`config.mk`:
```
export PLATFORM = sky130hd
export DESIGN_NAME = keypad_code_lock
export DESIGN_NICKNAME = d
export VERILOG_FILES = /design/src/rtl/klk_pkg.sv /design/src/rtl/klk_in_reg.sv /design/src/rtl/klk_core.sv /design/src/rtl/klk_out_reg.sv /design/src/rtl/keypad_code_lock.sv
export SDC_FILE = /design/constraint.sdc
export NUM_CORES = 1
export LEC_CHECK = 0
export BUFFER_PORTS_ARGS = -buffer_cell sky130_fd_sc_hd__buf_2
export CAP_MARGIN = 0
export CORE_ASPECT_RATIO = 1.1
export CORE_MARGIN = 4
export CORE_UTILIZATION = 29
export CTS_BUF_LIST = sky130_fd_sc_hd__clkbuf_8
export DETAILED_ROUTE_END_ITERATION = 6
export SETUP_SLACK_MARGIN = 0.5
export SYNTH_ARGS = -nofsm -noshare
export SYNTH_HDL_FRONTEND = slang
export SYNTH_SLANG_ARGS = --single-unit
```
`constraint.sdc`:
```
create_clock -name clk -period 3.9 [get_ports clk]
set_clock_uncertainty 0.05 [all_clocks]
set_input_delay 0 -clock clk [delete_from_list [all_inputs] [get_ports clk]]
set_output_delay 0 -clock clk [all_outputs]
set_load 0.005 [all_outputs]
```
`src/rtl/klk_pkg.sv`:
```
// Package for the keypad code lock: sizes, codes and item/result types.
package klk_pkg;

    localparam int KEY_COUNT   = 8;
    localparam int CODE_DIGITS = 4;

    localparam int KEY_W    = 8;
    localparam int KNUM_W   = 4;
    localparam int CODE_W   = 16;
    localparam int THR_W    = 4;
    localparam int COUNT_W  = 3;
    localparam int FAIL_W   = 4;
    localparam int CFG_W    = 16;
    localparam int CFG_IDX_W = 1;

    localparam logic [KEY_W-1:0]   KEY_MASK   = KEY_W'((1 << KEY_COUNT) - 1);
    localparam int                 CMP_BITS   = (4 * CODE_DIGITS >= CODE_W) ?
                                                CODE_W : 4 * CODE_DIGITS;
    localparam logic [CODE_W-1:0]  DIGIT_MASK = CODE_W'((64'd1 << CMP_BITS) - 64'd1);
    localparam logic [COUNT_W-1:0] DIGITS_FULL = COUNT_W'(CODE_DIGITS);
    localparam logic [FAIL_W-1:0]  FAIL_MAX    = '1;

    localparam logic [CODE_W-1:0] CODE_RESET = 16'h1234;
    localparam logic [THR_W-1:0]  THR_RESET  = 4'd3;

    typedef enum logic [CFG_IDX_W-1:0] {
        CFG_CODE_WORD = 1'b0,
        CFG_ALARM_THR = 1'b1
    } klk_cfg_idx_t;

    typedef enum logic [1:0] {
        MODE_NONE   = 2'd0,
        MODE_ADD    = 2'd1,
        MODE_DELETE = 2'd2,
        MODE_NORMAL = 2'd3
    } klk_mode_t;

    typedef enum logic [1:0] {
        CHECK_NONE  = 2'd0,
        CHECK_MATCH = 2'd1,
        CHECK_WRONG = 2'd2
    } klk_check_t;

    typedef enum logic [1:0] {
        BEEP_NONE    = 2'd0,
        BEEP_CLICK   = 2'd1,
        BEEP_SUCCESS = 2'd2,
        BEEP_FAILURE = 2'd3
    } klk_beep_t;

    localparam logic [KNUM_W-1:0] KEY_ADD    = KNUM_W'(MODE_ADD);
    localparam logic [KNUM_W-1:0] KEY_DELETE = KNUM_W'(MODE_DELETE);
    localparam logic [KNUM_W-1:0] KEY_LEAVE  = KNUM_W'(MODE_NORMAL);

    typedef struct packed {
        logic [KEY_W-1:0] key_sample;
        logic             card_accepted;
        logic             admin_active;
    } klk_item_t;

    typedef struct packed {
        logic [KNUM_W-1:0]  key_taken;
        klk_mode_t          card_mode_request;
        logic               admin_leave;
        logic               admin_screen_clear;
        logic [COUNT_W-1:0] digits_entered;
        klk_check_t         check_outcome;
        logic               alarm_raise;
        logic               alarm_clear;
        logic [FAIL_W-1:0]  fail_total;
        klk_beep_t          beep_kind;
    } klk_result_t;

    typedef struct packed {
        logic [CODE_W-1:0] code_word;
        logic [THR_W-1:0]  alarm_threshold;
    } klk_cfg_t;

endpackage

```
`src/rtl/klk_in_reg.sv`:
```
// Input register: holds one request until the core takes it.
module klk_in_reg (
    input  logic              clk,
    input  logic              rst_n,
    input  logic              in_valid,
    output logic              in_stall,
    input  klk_pkg::klk_item_t item_in,
    input  logic              advance,
    output logic              item_valid,
    output klk_pkg::klk_item_t item
);
    import klk_pkg::*;

    logic      valid_reg;
    logic      valid_next;
    klk_item_t item_reg;
    logic      take;

    assign in_stall   = valid_reg && !advance;
    assign take       = in_valid && !in_stall;
    assign valid_next = take || (valid_reg && !advance);
    assign item_valid = valid_reg;
    assign item       = item_reg;

    always_ff @(posedge clk or negedge rst_n)
    begin
        if (!rst_n)
        begin
            valid_reg <= 1'b0;
        end
        else
        begin
            valid_reg <= valid_next;
        end
    end

    always_ff @(posedge clk)
    begin
        if (take)
        begin
            item_reg <= item_in;
        end
    end

endmodule

```
`src/rtl/klk_core.sv`:
```
// Lock core: key decode, digit collection, code check and lock state.
module klk_core (
    input  logic                clk,
    input  logic                rst_n,
    input  logic                fire,
    input  klk_pkg::klk_item_t  item,
    input  klk_pkg::klk_cfg_t   cfg,
    output klk_pkg::klk_result_t result
);
    import klk_pkg::*;

    logic               hold_reg,   hold_next;
    logic [CODE_W-1:0]  digits_reg, digits_next;
    logic [COUNT_W-1:0] count_reg,  count_next;
    logic [FAIL_W-1:0]  fail_reg,   fail_next;

    logic [KEY_W-1:0]   keys;
    logic               unlocked;
    logic               released;
    logic               press;
    logic [KNUM_W-1:0]  key_num;
    logic [CODE_W-1:0]  digits_col;
    logic [COUNT_W-1:0] count_col;
    logic               check;
    logic               match;
    logic [FAIL_W-1:0]  fail_inc;

    // lowest pressed key wins: scan from the top, last hit stays
    always_comb
    begin
        key_num = '0;
        for (int i = KEY_COUNT - 1; i >= 0; i--)
        begin
            if (!keys[i])
            begin
                key_num = KNUM_W'(i + 1);
            end
        end
    end

    always_comb
    begin
        keys     = item.key_sample & KEY_MASK;
        unlocked = item.card_accepted || item.admin_active;
        released = (keys == KEY_MASK);
        press    = unlocked && !released && !hold_reg;

        if (press && !item.admin_active)
        begin
            digits_col = {digits_reg[CODE_W-5:0], key_num};
            count_col  = count_reg + COUNT_W'(1);
        end
        else
        begin
            digits_col = digits_reg;
            count_col  = count_reg;
        end

        check    = press && (count_col >= DIGITS_FULL);
        match    = ((digits_col ^ cfg.code_word) & DIGIT_MASK) == '0;
        fail_inc = (fail_reg == FAIL_MAX) ? fail_reg : fail_reg + FAIL_W'(1);

        hold_next   = hold_reg;
        digits_next = digits_col;
        count_next  = count_col;
        fail_next   = fail_reg;

        result                    = '0;
        result.card_mode_request  = MODE_NONE;
        result.check_outcome      = CHECK_NONE;
        result.beep_kind          = BEEP_NONE;
        result.digits_entered     = count_col;

        if (unlocked && released)
        begin
            hold_next = 1'b0;
        end

        if (press)
        begin
            hold_next        = 1'b1;
            result.key_taken = key_num;
            result.beep_kind = BEEP_CLICK;
            if (item.admin_active &&
                (key_num == KEY_ADD || key_num == KEY_DELETE || key_num == KEY_LEAVE))
            begin
                result.card_mode_request  = klk_mode_t'(key_num[1:0]);
                result.admin_screen_clear = 1'b1;
                result.admin_leave        = (key_num == KEY_LEAVE);
            end
        end

        if (check)
        begin
            digits_next = '0;
            count_next  = '0;
            if (match)
            begin
                fail_next            = '0;
                result.check_outcome = CHECK_MATCH;
                result.alarm_clear   = 1'b1;
                result.beep_kind     = BEEP_SUCCESS;
            end
            else
            begin
                fail_next            = fail_inc;
                result.check_outcome = CHECK_WRONG;
                result.beep_kind     = BEEP_FAILURE;
                result.alarm_raise   = (fail_inc >= cfg.alarm_threshold);
            end
        end

        result.fail_total = fail_next;
    end

    always_ff @(posedge clk or negedge rst_n)
    begin
        if (!rst_n)
        begin
            hold_reg   <= 1'b0;
            digits_reg <= '0;
            count_reg  <= '0;
            fail_reg   <= '0;
        end
        else if (fire)
        begin
            hold_reg   <= hold_next;
            digits_reg <= digits_next;
            count_reg  <= count_next;
            fail_reg   <= fail_next;
        end
    end

endmodule

```
`src/rtl/klk_out_reg.sv`:
```
// Result register: holds a result until the far side takes it.
module klk_out_reg (
    input  logic                 clk,
    input  logic                 rst_n,
    input  logic                 load,
    input  klk_pkg::klk_result_t result_in,
    output logic                 free,
    output logic                 out_valid,
    input  logic                 out_stall,
    output klk_pkg::klk_result_t result
);
    import klk_pkg::*;

    logic        valid_reg;
    logic        valid_next;
    klk_result_t result_reg;

    assign free       = !valid_reg || !out_stall;
    assign valid_next = load || (valid_reg && out_stall);
    assign out_valid  = valid_reg;
    assign result     = result_reg;

    always_ff @(posedge clk or negedge rst_n)
    begin
        if (!rst_n)
        begin
            valid_reg <= 1'b0;
        end
        else
        begin
            valid_reg <= valid_next;
        end
    end

    always_ff @(posedge clk)
    begin
        if (load)
        begin
            result_reg <= result_in;
        end
    end

endmodule

```
`src/rtl/keypad_code_lock.sv`:
```
// Top level of the keypad code lock: config registers and the request pipeline.
//
//  channel | direction | handshake            | payload
//  --------+-----------+----------------------+-------------------------------------
//  in      | to lock   | in_valid / in_stall  | key_sample, card_accepted, admin_active
//  out     | from lock | out_valid / out_stall| key_taken ... beep_kind (one per request)
//  cfg     | to lock   | cfg_we               | cfg_index, cfg_wdata
//
// One request a cycle when the output side keeps up; each request passes
// through the input register, then the result register. The key decode,
// digit shift, code compare and fail count update sit in one combinational
// pass between the two registers, and the lock state moves on as the result
// is written. Reset clears the lock state, both valid flags, and loads the
// code 0x1234 with alarm threshold 3. A stall on the output holds the result
// and, once the input register is full too, stalls the input.
module keypad_code_lock (
    input  logic                          clk,
    input  logic                          rst_n,
    // input channel
    input  logic                          in_valid,
    output logic                          in_stall,
    input  logic [klk_pkg::KEY_W-1:0]     key_sample,
    input  logic                          card_accepted,
    input  logic                          admin_active,
    // result channel
    output logic                          out_valid,
    input  logic                          out_stall,
    output logic [klk_pkg::KNUM_W-1:0]    key_taken,
    output logic [1:0]                    card_mode_request,
    output logic                          admin_leave,
    output logic                          admin_screen_clear,
    output logic [klk_pkg::COUNT_W-1:0]   digits_entered,
    output logic [1:0]                    check_outcome,
    output logic                          alarm_raise,
    output logic                          alarm_clear,
    output logic [klk_pkg::FAIL_W-1:0]    fail_total,
    output logic [1:0]                    beep_kind,
    // configuration
    input  logic                          cfg_we,
    input  logic [klk_pkg::CFG_IDX_W-1:0] cfg_index,
    input  logic [klk_pkg::CFG_W-1:0]     cfg_wdata
);
    import klk_pkg::*;

    klk_cfg_t    cfg_reg;
    klk_cfg_t    cfg_next;
    klk_item_t   item_in;
    klk_item_t   item;
    logic        item_valid;
    logic        out_free;
    logic        fire;
    klk_result_t core_result;
    klk_result_t result;

    // decode the register index; codes outside the list change nothing
    always_comb
    begin
        cfg_next = cfg_reg;
        if (cfg_we)
        begin
            unique case (klk_cfg_idx_t'(cfg_index))
                CFG_CODE_WORD: cfg_next.code_word       = cfg_wdata[CODE_W-1:0];
                CFG_ALARM_THR: cfg_next.alarm_threshold = cfg_wdata[THR_W-1:0];
                default:       cfg_next = cfg_reg;
            endcase
        end
    end

    always_ff @(posedge clk or negedge rst_n)
    begin
        if (!rst_n)
        begin
            cfg_reg.code_word       <= CODE_RESET;
            cfg_reg.alarm_threshold <= THR_RESET;
        end
        else
        begin
            cfg_reg <= cfg_next;
        end
    end

    assign item_in.key_sample    = key_sample;
    assign item_in.card_accepted = card_accepted;
    assign item_in.admin_active  = admin_active;

    // advance the held request whenever the result register has room
    assign fire = item_valid && out_free;

    klk_in_reg u_in_reg (
        .clk        (clk),
        .rst_n      (rst_n),
        .in_valid   (in_valid),
        .in_stall   (in_stall),
        .item_in    (item_in),
        .advance    (out_free),
        .item_valid (item_valid),
        .item       (item)
    );

    klk_core u_core (
        .clk    (clk),
        .rst_n  (rst_n),
        .fire   (fire),
        .item   (item),
        .cfg    (cfg_reg),
        .result (core_result)
    );

    klk_out_reg u_out_reg (
        .clk       (clk),
        .rst_n     (rst_n),
        .load      (fire),
        .result_in (core_result),
        .free      (out_free),
        .out_valid (out_valid),
        .out_stall (out_stall),
        .result    (result)
    );

    assign key_taken          = result.key_taken;
    assign card_mode_request  = result.card_mode_request;
    assign admin_leave        = result.admin_leave;
    assign admin_screen_clear = result.admin_screen_clear;
    assign digits_entered     = result.digits_entered;
    assign check_outcome      = result.check_outcome;
    assign alarm_raise        = result.alarm_raise;
    assign alarm_clear        = result.alarm_clear;
    assign fail_total         = result.fail_total;
    assign beep_kind          = result.beep_kind;

endmodule

```
==> results list, run 1 <==
* Final-report hold violation count: 0
* Critical-path maximum fanout: 15
- Clock latency on the worst-skew pair: 0.35 ns
* Post-DP HPWL: 5.92 mm
- Synthesis instantiated 53 different standard cells from the library.
- Filler cell count: 1234
- Endpoints failing setup: 0
- Summing the areas of all and, or, nand and nor instances in the mapped netlist gives 13.9% of the synthesized area.
- TritonCTS built the clock tree.
- CTS saw 76 sinks.
- During I/O placement, the number of pins put on the boundary was 55.
* Adder and majority gate portion of the synthesized area: 2.04%
- The first global-routing pass estimated 14.1 mm of wire.
- Multi-input logic area: 1480 sq um
- During synthesis, Yosys emitted a total of 0 warnings.
- On the final layout, the worst hold slack is 0.0650 ns.
- The detailed router finished its first iteration with 67 violations.
- Of all flip-flops after synthesis, the portion carrying an async set or reset was 60.5%.
- The floorplan step defined a die boundary enclosing 14600 sq um.
- STA classifies the critical path startpoint as a flip-flop.
- The via count of the first global-routing pass was 2851.
- FP Rows: 42
- In the synthesized netlist the dominant register cell turns out to be sky130_fd_sc_hd__dfrtp_1.
- Number of instances in the synthesized netlist: 314
* Post-Syn Area per Cell: 11.7 sq um
- Final worst path period need: 2.83 ns
- The synthesized netlist devotes 4.05% of its cell area to XOR and XNOR gates.
- Sum of negative setup slack: 0 ns
- Dominant combinational cell family by area after synthesis: simple AND/OR/NAND/NOR gates
* Final core utilization: 37.4%
* Share of the yosys chip area belonging to registers: 56.0%
* Capturing element type of the critical path: flip-flop
- Outcome: finished, final reports clean
- Buffers placed on the I/O ports in this run total 54.
- In this run the post-CTS setup repair buffer count came out at 0.
- Remaining global-route overflow: 0
- The region available for standard cell placement spans 12200 sq um.
* Total global-route track usage: 12.2%
- Startpoint of the tightest hold check path: cfg_we
- Setup slack on the critical path of the routed design comes to 1.07 ns.
- After detailed routing, the average wire length per cell comes to 14.5 microns.
* Power density normalized to cell area: 382 nW/um^2
- Yosys mapped a number of flops with a built-in enable equal to 30.
- Derived from the worst setup path, the maximum achievable clock frequency is 0.353 GHz.
- Type of the worst setup path: reg2reg
- Fraction of final layout cells with drive strength greater than 1: 25.2%
- Leading cell types by total area after synthesis: sky130_fd_sc_hd__dfrtp_1 27%, sky130_fd_sc_hd__edfxtp_1 24%, sky130_fd_sc_hd__mux2_2 5.8%
- After detailed routing, the number of remaining DRC violations is 0.
* Net Count, Synth: 352
- Worst slack at placement: 1.08 ns
- Inserted Diodes: 0
- Worst endpoint data arrival time: 2.89 ns
- VDD sags by at most 0.156 mV.
- Worst flop-to-flop path startpoint: u_in_reg.item[3]
* Total wirelength of the detailed-routed design: 8.12 mm
* Combined area of all synthesized cells: 3680 sq um
- In this run the vertical extent of the chip is 126 microns.
- The most critical setup path has its startpoint at u_in_reg.item[3].
* Max-slew violation count: 0
- The worst path uses 72.6% of the clock period.
- Number of nets still failing antenna checks after routing: 0
* Total number of nets in the final design: 438
* Pin count of the biggest net entering global routing: 47
- In the routed layout, each cell is associated on average with a via count of 4.77.
* DRT Pass-1 Iters: 4
* Combined flip-flop and latch cell area: 2060 sq um
- Class of the most critical hold timing path: in2reg
* Number of levels in the clock H-tree: 3
- Commonest cells in the netlist: 39 x sky130_fd_sc_hd__dfrtp_1, 30 x sky130_fd_sc_hd__edfxtp_1, 30 x sky130_fd_sc_hd__nand2_1
- Via total after detailed routing: 2664
- Clock-pin slew was measured on the worst setup and hold paths at 0.08 ns.
* Clk root buf: sky130_fd_sc_hd__clkbuf_8
* Setup repair after global routing missed its margin: no
- GPL Wtd Cong: 0.896
- Summed over its instances, the top area cell type makes up 26.5% of the synthesized netlist area.
- The initial antenna violation count was 0.
- Leakage power: 1.98 nW
- Counting the buffers created by CTS gives 9.
* Slew HR: 30.3%
* Initial Util: 30.1%
- No sink is reached through more buffers than the 2 on the longest clock path.
* Mux contribution to synthesized area: 8.13%
- Die outline width: 115 microns
- Required time of the worst setup path: 3.96 ns
* Post-synthesis compound-gate area fraction: 12.2%
* Transition time at the pin with the least slew margin: 1.05 ns
- Max_cap viols: 0
- Of all cell types, the one taking the most synthesized area is sky130_fd_sc_hd__dfrtp_1.
- Synthesis-to-layout area growth: 24.4%
- In this run, synthesis produced a sequential element count of 76.
- By instance count, the leading cell after synthesis is sky130_fd_sc_hd__dfrtp_1.
-- area by class of cell --
cell class	instances	share of cell area (%)
Inverter	19	1.56
Sequential cell	76	45.0
Timing Repair Buffer	86	12.8
Clock buffer	9	2.70
Tap cell	154	4.21
Multi-Input combinational cell	208	32.4
Clock inverter	7	1.37
-- layout by cell type, fill, tap and decap left out, drive strengths merged, types with 3 or more instances in the layout --
| cell type | count |
|---|---|
| buf | 56 |
| dfrtp | 39 |
| nand2 | 30 |
| dlygate4sd3 | 30 |
| edfxtp | 30 |
| inv | 21 |
| mux2 | 20 |
| o21ai | 18 |
| xnor2 | 14 |
| nand2b | 14 |
| nand3 | 11 |
| nor3 | 10 |
| a22o | 10 |
| clkbuf | 9 |
| nor2 | 8 |
| mux2i | 7 |
| o31ai | 7 |
| dfstp | 7 |
| a21oi | 6 |
| ha | 6 |
| and3 | 5 |
| or3 | 4 |
| xor2 | 3 |
| and2 | 3 |
| a21o | 3 |
-- kinds of logic (layout without fill, tap and decap cells) --
logic type      after synthesis  after routing
simple gates                 96             96
flops                        76             76
compound gates               62             62
buf+inv                      30            121
mux                          27             27
xor+xnor                     17             17
fa+ha+maj                     6              6
-- timing repair --
item / in CTS / in global routing
gates resized for setup: 0 / 0
endpoints found under the hold margin: 71 / 0
hold buffers: 30 / 0
-- metal layers --
metal	track usage [%]	part of all wire, %
met5	0	0
met4	5.46	2.4
met3	2.69	4.2
met2	19.9	48
met1	15.3	45
-- per-stage QoR --
stage / area, sq um / cells / power (W)
floorplan: 3680 / 314 / 0.00109
global placement: 4090 / 513 / 0.00117
detailed placement: 4090 / 513 / 0.00117
CTS: 4580 / 559 / 0.00178
global route: 4580 / 559 / 0.00184
finish: 4580 / 559 / 0.00175
-- final timing paths --
path                       depth (start not counted)               endpoint  slack, ns
max                                                7    u_out_reg.result[3]       1.07
max in group asynchronous                          2     u_core.fail_reg[1]       2.83
max reg2reg                                        7    u_out_reg.result[3]       1.07
min reg2reg                                        2  u_core.digits_reg[13]       0.46
min in group asynchronous                          2   u_core.digits_reg[8]       0.32
min                                                3             cfg_reg[2]       0.06
-- worst max-delay path, stage by stage (launching register included) --
cell	delay [ns]
sky130_fd_sc_hd__edfxtp_1	0.44
sky130_fd_sc_hd__nand4_1	0.21
sky130_fd_sc_hd__o21ai_4	0.45
sky130_fd_sc_hd__mux2_4	0.34
sky130_fd_sc_hd__a222oi_1	0.33
sky130_fd_sc_hd__and4bb_1	0.29
sky130_fd_sc_hd__and2_1	0.35
sky130_fd_sc_hd__o31ai_1	0.12
-- power breakdown --
part	internal [W]	switching (W)
combinational	0.000118	0.0000958
sequential	0.000906	0.0000567
clock	0.000289	0.000285
Note: power is estimated with default switching activity, not from simulation.
==> run 2, diff against run 1 <==
Clock period 3.9 ns to 2.82 ns, I/O delays scaled along.
==> run 2 against run 1 <==
Maximum frequency increased by 17%. Clock-buffer cell count unchanged. Highest routed layer unchanged. Global-route usage increased by 0.42 points.
==> results list, run 2 (synthesis gave the netlist of run 1 again) <==
- In this run the clock root is driven by a sky130_fd_sc_hd__clkbuf_8.
- Class of the most critical hold timing path: in2reg
- The via count of the first global-routing pass is 2803.
* Via total after detailed routing: 2741
- Capturing element type of the critical path: flip-flop
- Critical-path cell with the highest stage delay: sky130_fd_sc_hd__edfxtp_1
* Total number of nets in the final design: 451
- The max-slew violation count is 0.
* Endpoints failing setup: 0
- Inserted Diodes: 0
- The initial utilization of the core area, before any placement, comes to 30.1%.
- For this run, design rule violations remaining after detail routing come to 0.
- In this run the horizontal extent of the chip is 115 microns.
* Critical path, cell by cell: nor3b_4 -> buf_4 -> o21ai_4 -> buf_6 -> mux2i_1 -> a222oi_1 -> and4bb_2 -> and2_4 -> o31ai_1
- I/O pin cnt: 55
- Peak ir drop on the vdd network: 0.226 mV
* Antenna violations before repair: 0
* Post-DP HPWL: 6.04 mm
* Sum of negative setup slack: 0 ns
- Leaving out fill and tap cells, the most frequent cell in the layout is sky130_fd_sc_hd__buf_2.
- The first global-routing pass estimated 14.2 mm of wire.
- After global routing the overflow that remains totals 0.
- Max_cap viols: 0
* Clock sinks: 76
- Transition time at the pin with the least slew margin: 1.02 ns
* CTS Buffer Depth: 2
- The total area inside the core boundary comes to 12200 sq um.
* Setup WS post-layout: 0.401 ns
- Leakage power: 2.04 nW
- The routed design has 8.58 mm of wire.
- Dividing the detail-routed via count by the number of cells gives 4.79.
- For this run, the detailed router's first-pass iteration total came to 4.
- Setup repair after global routing could not meet its margin everywhere.
* Synthesis-to-layout area growth: 28.5%
- Clock latency on the worst-skew pair: 0.35 ns
- In this run the power density over the cells is 512 nW/um^2.
- Fraction of final layout cells with drive strength greater than 1: 30.1%
- In the finished design, the share of the clock period the worst path needs comes to 85.8%.
- Number of buffers added by the clock tree synthesis step: 9
- Type of the worst setup path: reg2reg
- Number of nets still failing antenna checks after routing: 0
* Clock tree from TritonCTS: yes
- Delay of the slowest cell on the worst path: 0.44 ns
- Quantity of I/O buffers inserted on ports: 54
* Startpoint Class: flip-flop
* Die outline height: 126 microns
- Across every metal layer, demand over resource in global routing totals 12.6%.
- The die covers 14600 sq um.
- The first routing iteration left 107 violations.
* Total power: 0.00242 W
- The H-tree was split into 3 levels.
- Highest clock frequency the design can meet: 0.413 GHz
- After floorplanning, the core was divided into 42 placement rows.
- In the final routed layout, each cell accounts on average for 15.0 microns.
- Worst slack at placement: 0.132 ns
- The congestion estimate from routability-driven global placement came to 0.867.
- Entering global routing, the biggest net connects 47 pins.
- Commonest cells after routing, fill and taps aside: 54 x sky130_fd_sc_hd__buf_2, 38 x sky130_fd_sc_hd__dfrtp_1, 30 x sky130_fd_sc_hd__nand2_1, 30 x sky130_fd_sc_hd__dlygate4sd3_1, 30 x sky130_fd_sc_hd__edfxtp_1
- Worst endpoint data arrival time: 2.47 ns
* Final-report hold violation count: 0
- Final worst path period need: 2.42 ns
* Cell type group with the largest total delay on the critical path: simple AND/OR/NAND/NOR gates
* Required time of the worst setup path: 2.87 ns
- Filler cell count: 1204
- Critical-path maximum fanout: 11
- After clock tree synthesis, the clock-pin slew on the worst setup and hold paths is 0.08 ns.
- Counting both buffers and inverters, the worst setup path holds a total of 2.
- Slew HR: 31.9%
- The flow ran to the end, and the final reports show no timing, DRC or antenna violations.
## run 2: cell types whose count changed in the layout (fill, tap and decap cells not counted), moves of 2 or more
cell / before / now
sky130_fd_sc_hd__clkinv_1: 0 / 2
sky130_fd_sc_hd__nand3_1: 11 / 9
sky130_fd_sc_hd__buf_4: 2 / 13
sky130_fd_sc_hd__nand3_2: 0 / 2
sky130_fd_sc_hd__o31ai_1: 7 / 5
sky130_fd_sc_hd__o31ai_2: 0 / 2
sky130_fd_sc_hd__inv_1: 21 / 19
## run 2: repair_timing
action | 4_1_cts | 5_1_grt
endpoints found under the setup margin | 27 | 29
pin swaps | 3 | 8
setup buffers | 4 | 5
endpoints found under the hold margin | 71 | 0
resized for setup | 9 | 8
hold buffers | 30 | 0
cloned | 1 | 0
## run 2: report_power, final
group	switching [W]	total, W	internal, W
sequential	0.0000759	0.00133	0.00125
combinational	0.000140	0.000308	0.000168
clock	0.000389	0.000785	0.000396
total	0.000605	0.00242	0.00182
## run 2: tightest hold or removal path, delay by kind of cell
family / cells / cell delay (ns)
simple gates: 1 / 0.15
buf+inv: 1 / 0.10
mux: 1 / 0.18
## run 2: worst paths after layout
check / slack, ns / cells past startpoint / from / endpoint
setup reg to reg: 0.40 / 9 / u_in_reg.item[0] / u_out_reg.result[4]
hold reg to reg: 0.44 / 2 / u_core.digits_reg[13] / u_core.digits_reg[13]
min in group asynchronous: 0.31 / 2 / rst_n / cfg_reg[14]
setup / recovery: 0.40 / 9 / u_in_reg.item[0] / u_out_reg.result[4]
hold / removal: 0.06 / 3 / cfg_we / cfg_reg[2]
max in group asynchronous: 1.71 / 2 / rst_n / u_core.fail_reg[0]
## run 2: final cells by class
cell class / count / area (sq um) / share of cell area (%)
Timing Repair Buffer: 98 / 679 / 14.4
Clock inverter: 7 / 58.8 / 1.24
Inverter: 19 / 75.1 / 1.59
Multi-Input combinational cell: 209 / 1540 / 32.5
Clock buffer: 9 / 124 / 2.62
Sequential cell: 76 / 2060 / 43.6
Tap cell: 154 / 193 / 4.08
## run 2: per-stage QoR
step	utilization (%)	std cells	instance area (sq um)	hold slack, ns
final	38.6	572	4730	0.0622
after global routing	38.6	572	4730	0.0336
after CTS	38.1	567	4660	0.0219
after detailed placement	33.6	516	4120	0.128
after global placement	33.6	516	4120	0.127
after floorplan	-	314	3680	-0.346
## run 2: metal layers
layer  global-route usage (%)  up-vias  part of all wire (%)
met5                        0        -                     0
met4                     6.49        0                   2.5
met3                     3.02       13                   3.8
met2                     19.8       60                    49
met1                     16.0     1330                    45
li1                         -     1338                     -
==> run 3, diff against run 2 <==
Settings changed: CORE_UTILIZATION 29 to 59, PLACE_DENSITY set to 0.82.
==> run 3 against run 2 <==
Final cell count down 13%. Register-to-register slack lost 0.09 ns. Non-clock buffer count increased by 2. Design area decreased by 0.29%. Combinational power grew 3%. Global-route usage rose by 9.9 points. Setup slack got worse by 0.087 ns. Sequential power hardly changed. Sequential cell count stayed put. Clock power is 16% higher. Utilization rose by 41 points. Critical path depth decreased by 1. Critical path type unchanged. Critical endpoint is now u_out_reg.result[3]. Largest power group unchanged.
==> results list, run 3 (synthesis gave the netlist of run 1 again) <==
- Initial Util: 62.2%
* Internal power consumption: 0.00197 W
* Reg clk slew, reported paths: 0.08 ns
- The max-slew violation count was 0.
- Peak ir drop on the vdd network: 0.478 mV
* Total wirelength of the detailed-routed design: 8.55 mm
- TritonCTS built the clock tree.
- CTS Buffer Depth: 2
- Post-DP HPWL: 5.44 mm
- For flop-to-flop paths, the worst setup slack is 0.31 ns.
* Final cycle utilization of the critical path: 88.9%
- Using the TritonRoute via totals, the vias-per-cell ratio works out to 5.91.
- The initial antenna violation count is 0.
- The H-tree was split into 3 levels.
- Remaining global-route overflow: 0
- Area of placed instances: 4020 sq um
- Pin count of the biggest net entering global routing: 47
- At the later pin of the worst-skew pair, clock insertion delay measures 0.34 ns.
- Starting DRT DRC Count: 302
- The clock network accounts for 35.5% of the total power.
* Total global-route track usage: 22.5%
- Worst hold endpoint: cfg_reg[2]
- In this run the count of I/O pins placed on the die edge is 55.
- The final route contains 2931 vias.
- FP Rows: 29
- Die outline height: 90.8 microns
- Counting instances, the worst hold path has a depth of 3.
- The setup path with the least slack is of type reg2reg.
- Startpoint of the tightest hold check path: cfg_we
* Placeable Area: 5910 sq um
* Highest clock frequency the design can meet: 0.399 GHz
* DRT Pass-1 Iters: 5
* Capturing element type of the critical path: flip-flop
* Number of nets still failing antenna checks after routing: 0
- Commonest cells after routing, fill and taps aside: 54 x sky130_fd_sc_hd__buf_2, 38 x sky130_fd_sc_hd__dfrtp_1, 30 x sky130_fd_sc_hd__nand2_1, 30 x sky130_fd_sc_hd__dlygate4sd3_1, 30 x sky130_fd_sc_hd__edfxtp_1
- CTS saw 76 sinks.
- Number of global-route vias before repair: 2824
- Most frequent standard cell in the layout excluding fill and tap cells: sky130_fd_sc_hd__buf_2
* Power density normalized to cell area: 543 nW/um^2
* Slew HR: 32.9%
- Post-route cell area: 4710 sq um
* Fraction of final layout cells with drive strength greater than 1: 31.3%
- Worst endpoint data arrival time: 2.54 ns
- The net count of the finished layout is 452.
* Clk root buf: sky130_fd_sc_hd__clkbuf_8
- Share of power burned in registers: 52.2%
- Die outline width: 83.3 microns
* Post-route DRC: 0
- Worst Setup SP: u_in_reg.item[0]
* Outcome: finished, final reports clean
* Worst flop-to-flop path startpoint: u_in_reg.item[0]
* Capturing point of the worst reg2reg path: u_out_reg.result[3]
- Detailed-route wire length per cell: 17.2 microns
- Inserted Diodes: 0
* Reg2reg path depth: 8
- The final count of hold timing violations came to 0.
* GPL Wtd Cong: 0.930
- Transition time at the pin with the least slew margin: 1.01 ns
- From synthesis to final layout, the design area changed by 28.1%.
- Sum of negative setup slack: 0 ns
* Startpoint Class: flip-flop
- Final worst path period need: 2.51 ns
- Summed over all cells, the static leakage comes to 2.09 nW.
- Net switching is 23.2% of the power.
- Wire length of the first global-routing pass: 13.5 mm
* Endpoints failing setup: 0
* Die Outline Area: 7570 sq um
- Across the run, the number of max-cap violations was 0.
- At the worst endpoint, the required time is 2.86 ns.
* Critical-path maximum fanout: 7
- Psw: 0.000595 W
* Class of the most critical hold timing path: in2reg
* Setup repair after global routing missed its margin: yes
- Combinational fraction of design power: 12.4%
- The count of buffers added on input and output ports is 54.
* Number of buffers added by the clock tree synthesis step: 9
-- run 3: critical path: stages, from the launching register on --
cell and delay (ns):
sky130_fd_sc_hd__edfxtp_1 0.44, sky130_fd_sc_hd__nor3b_4 0.30, sky130_fd_sc_hd__buf_4 0.19, sky130_fd_sc_hd__o21ai_4 0.06, sky130_fd_sc_hd__mux2_4 0.29, sky130_fd_sc_hd__a222oi_1 0.32
sky130_fd_sc_hd__and4bb_1 0.31, sky130_fd_sc_hd__and2_4 0.21, sky130_fd_sc_hd__o31ai_1 0.09
-- run 3: worst max path at each step --
stage                     slack [ns]  cells after the start             endpoint
after global placement          0.26                      7  u_out_reg.result[3]
after global routing            0.27                      8  u_out_reg.result[3]
after floorplan                 0.49                      8  u_out_reg.result[3]
after detailed placement        0.15                      7  u_out_reg.result[3]
final                           0.31                      8  u_out_reg.result[3]
after CTS                       0.40                      8  u_out_reg.result[3]
-- run 3: what timing repair did --
item / CTS / global route
pin swaps: 3 / 5
hold endpoints to repair: 71 / 0
setup buffers: 4 / 7
endpoints found under the setup margin: 16 / 28
hold buffers: 30 / 0
gates resized for setup: 5 / 17
-- run 3: metal layers --
| metal | GRT usage, % | up-vias | share of wire, % |
|---|---|---|---|
| met1 | 28.5 | 1421 | 39 |
| met5 | 0 | - | 0 |
| li1 | - | 1339 | - |
| met3 | 6.11 | 18 | 8.3 |
| met2 | 36.9 | 153 | 50 |
| met4 | 8.72 | 0 | 2.1 |
-- run 3: cell type report --
class                   count  area (sq um)
clock inverters             5          73.8
fillers                   350          1200
repair buffers            100           694
flip-flops and latches     76          2060
inverters                  19          71.3
multi-input cells         208          1570
clock buffers              11           151
well taps                  77          96.3
-- run 3: metrics by stage --
step                      cells  hold WS (ns)  util [%]  worst slack (ns)  power [W]
final                       496        0.0538      79.7             0.314    0.00256
after global routing        496        0.0573      79.7             0.267    0.00268
after CTS                   489        0.0503      77.6             0.404    0.00256
after detailed placement    439         0.128      68.0             0.155    0.00162
after global placement      439         0.126      68.0             0.261    0.00161
after floorplan             314        -0.346         -             0.491    0.00150
-- run 3: power by group through the flow --
stage | clock, W | combinational (W) | sequential [W]
floorplan | 0 | 0.000170 | 0.00133
global placement | 0 | 0.000257 | 0.00135
detailed placement | 0 | 0.000266 | 0.00135
finish | 0.000908 | 0.000317 | 0.00134
CTS | 0.000921 | 0.000303 | 0.00133
global route | 0.000983 | 0.000349 | 0.00135
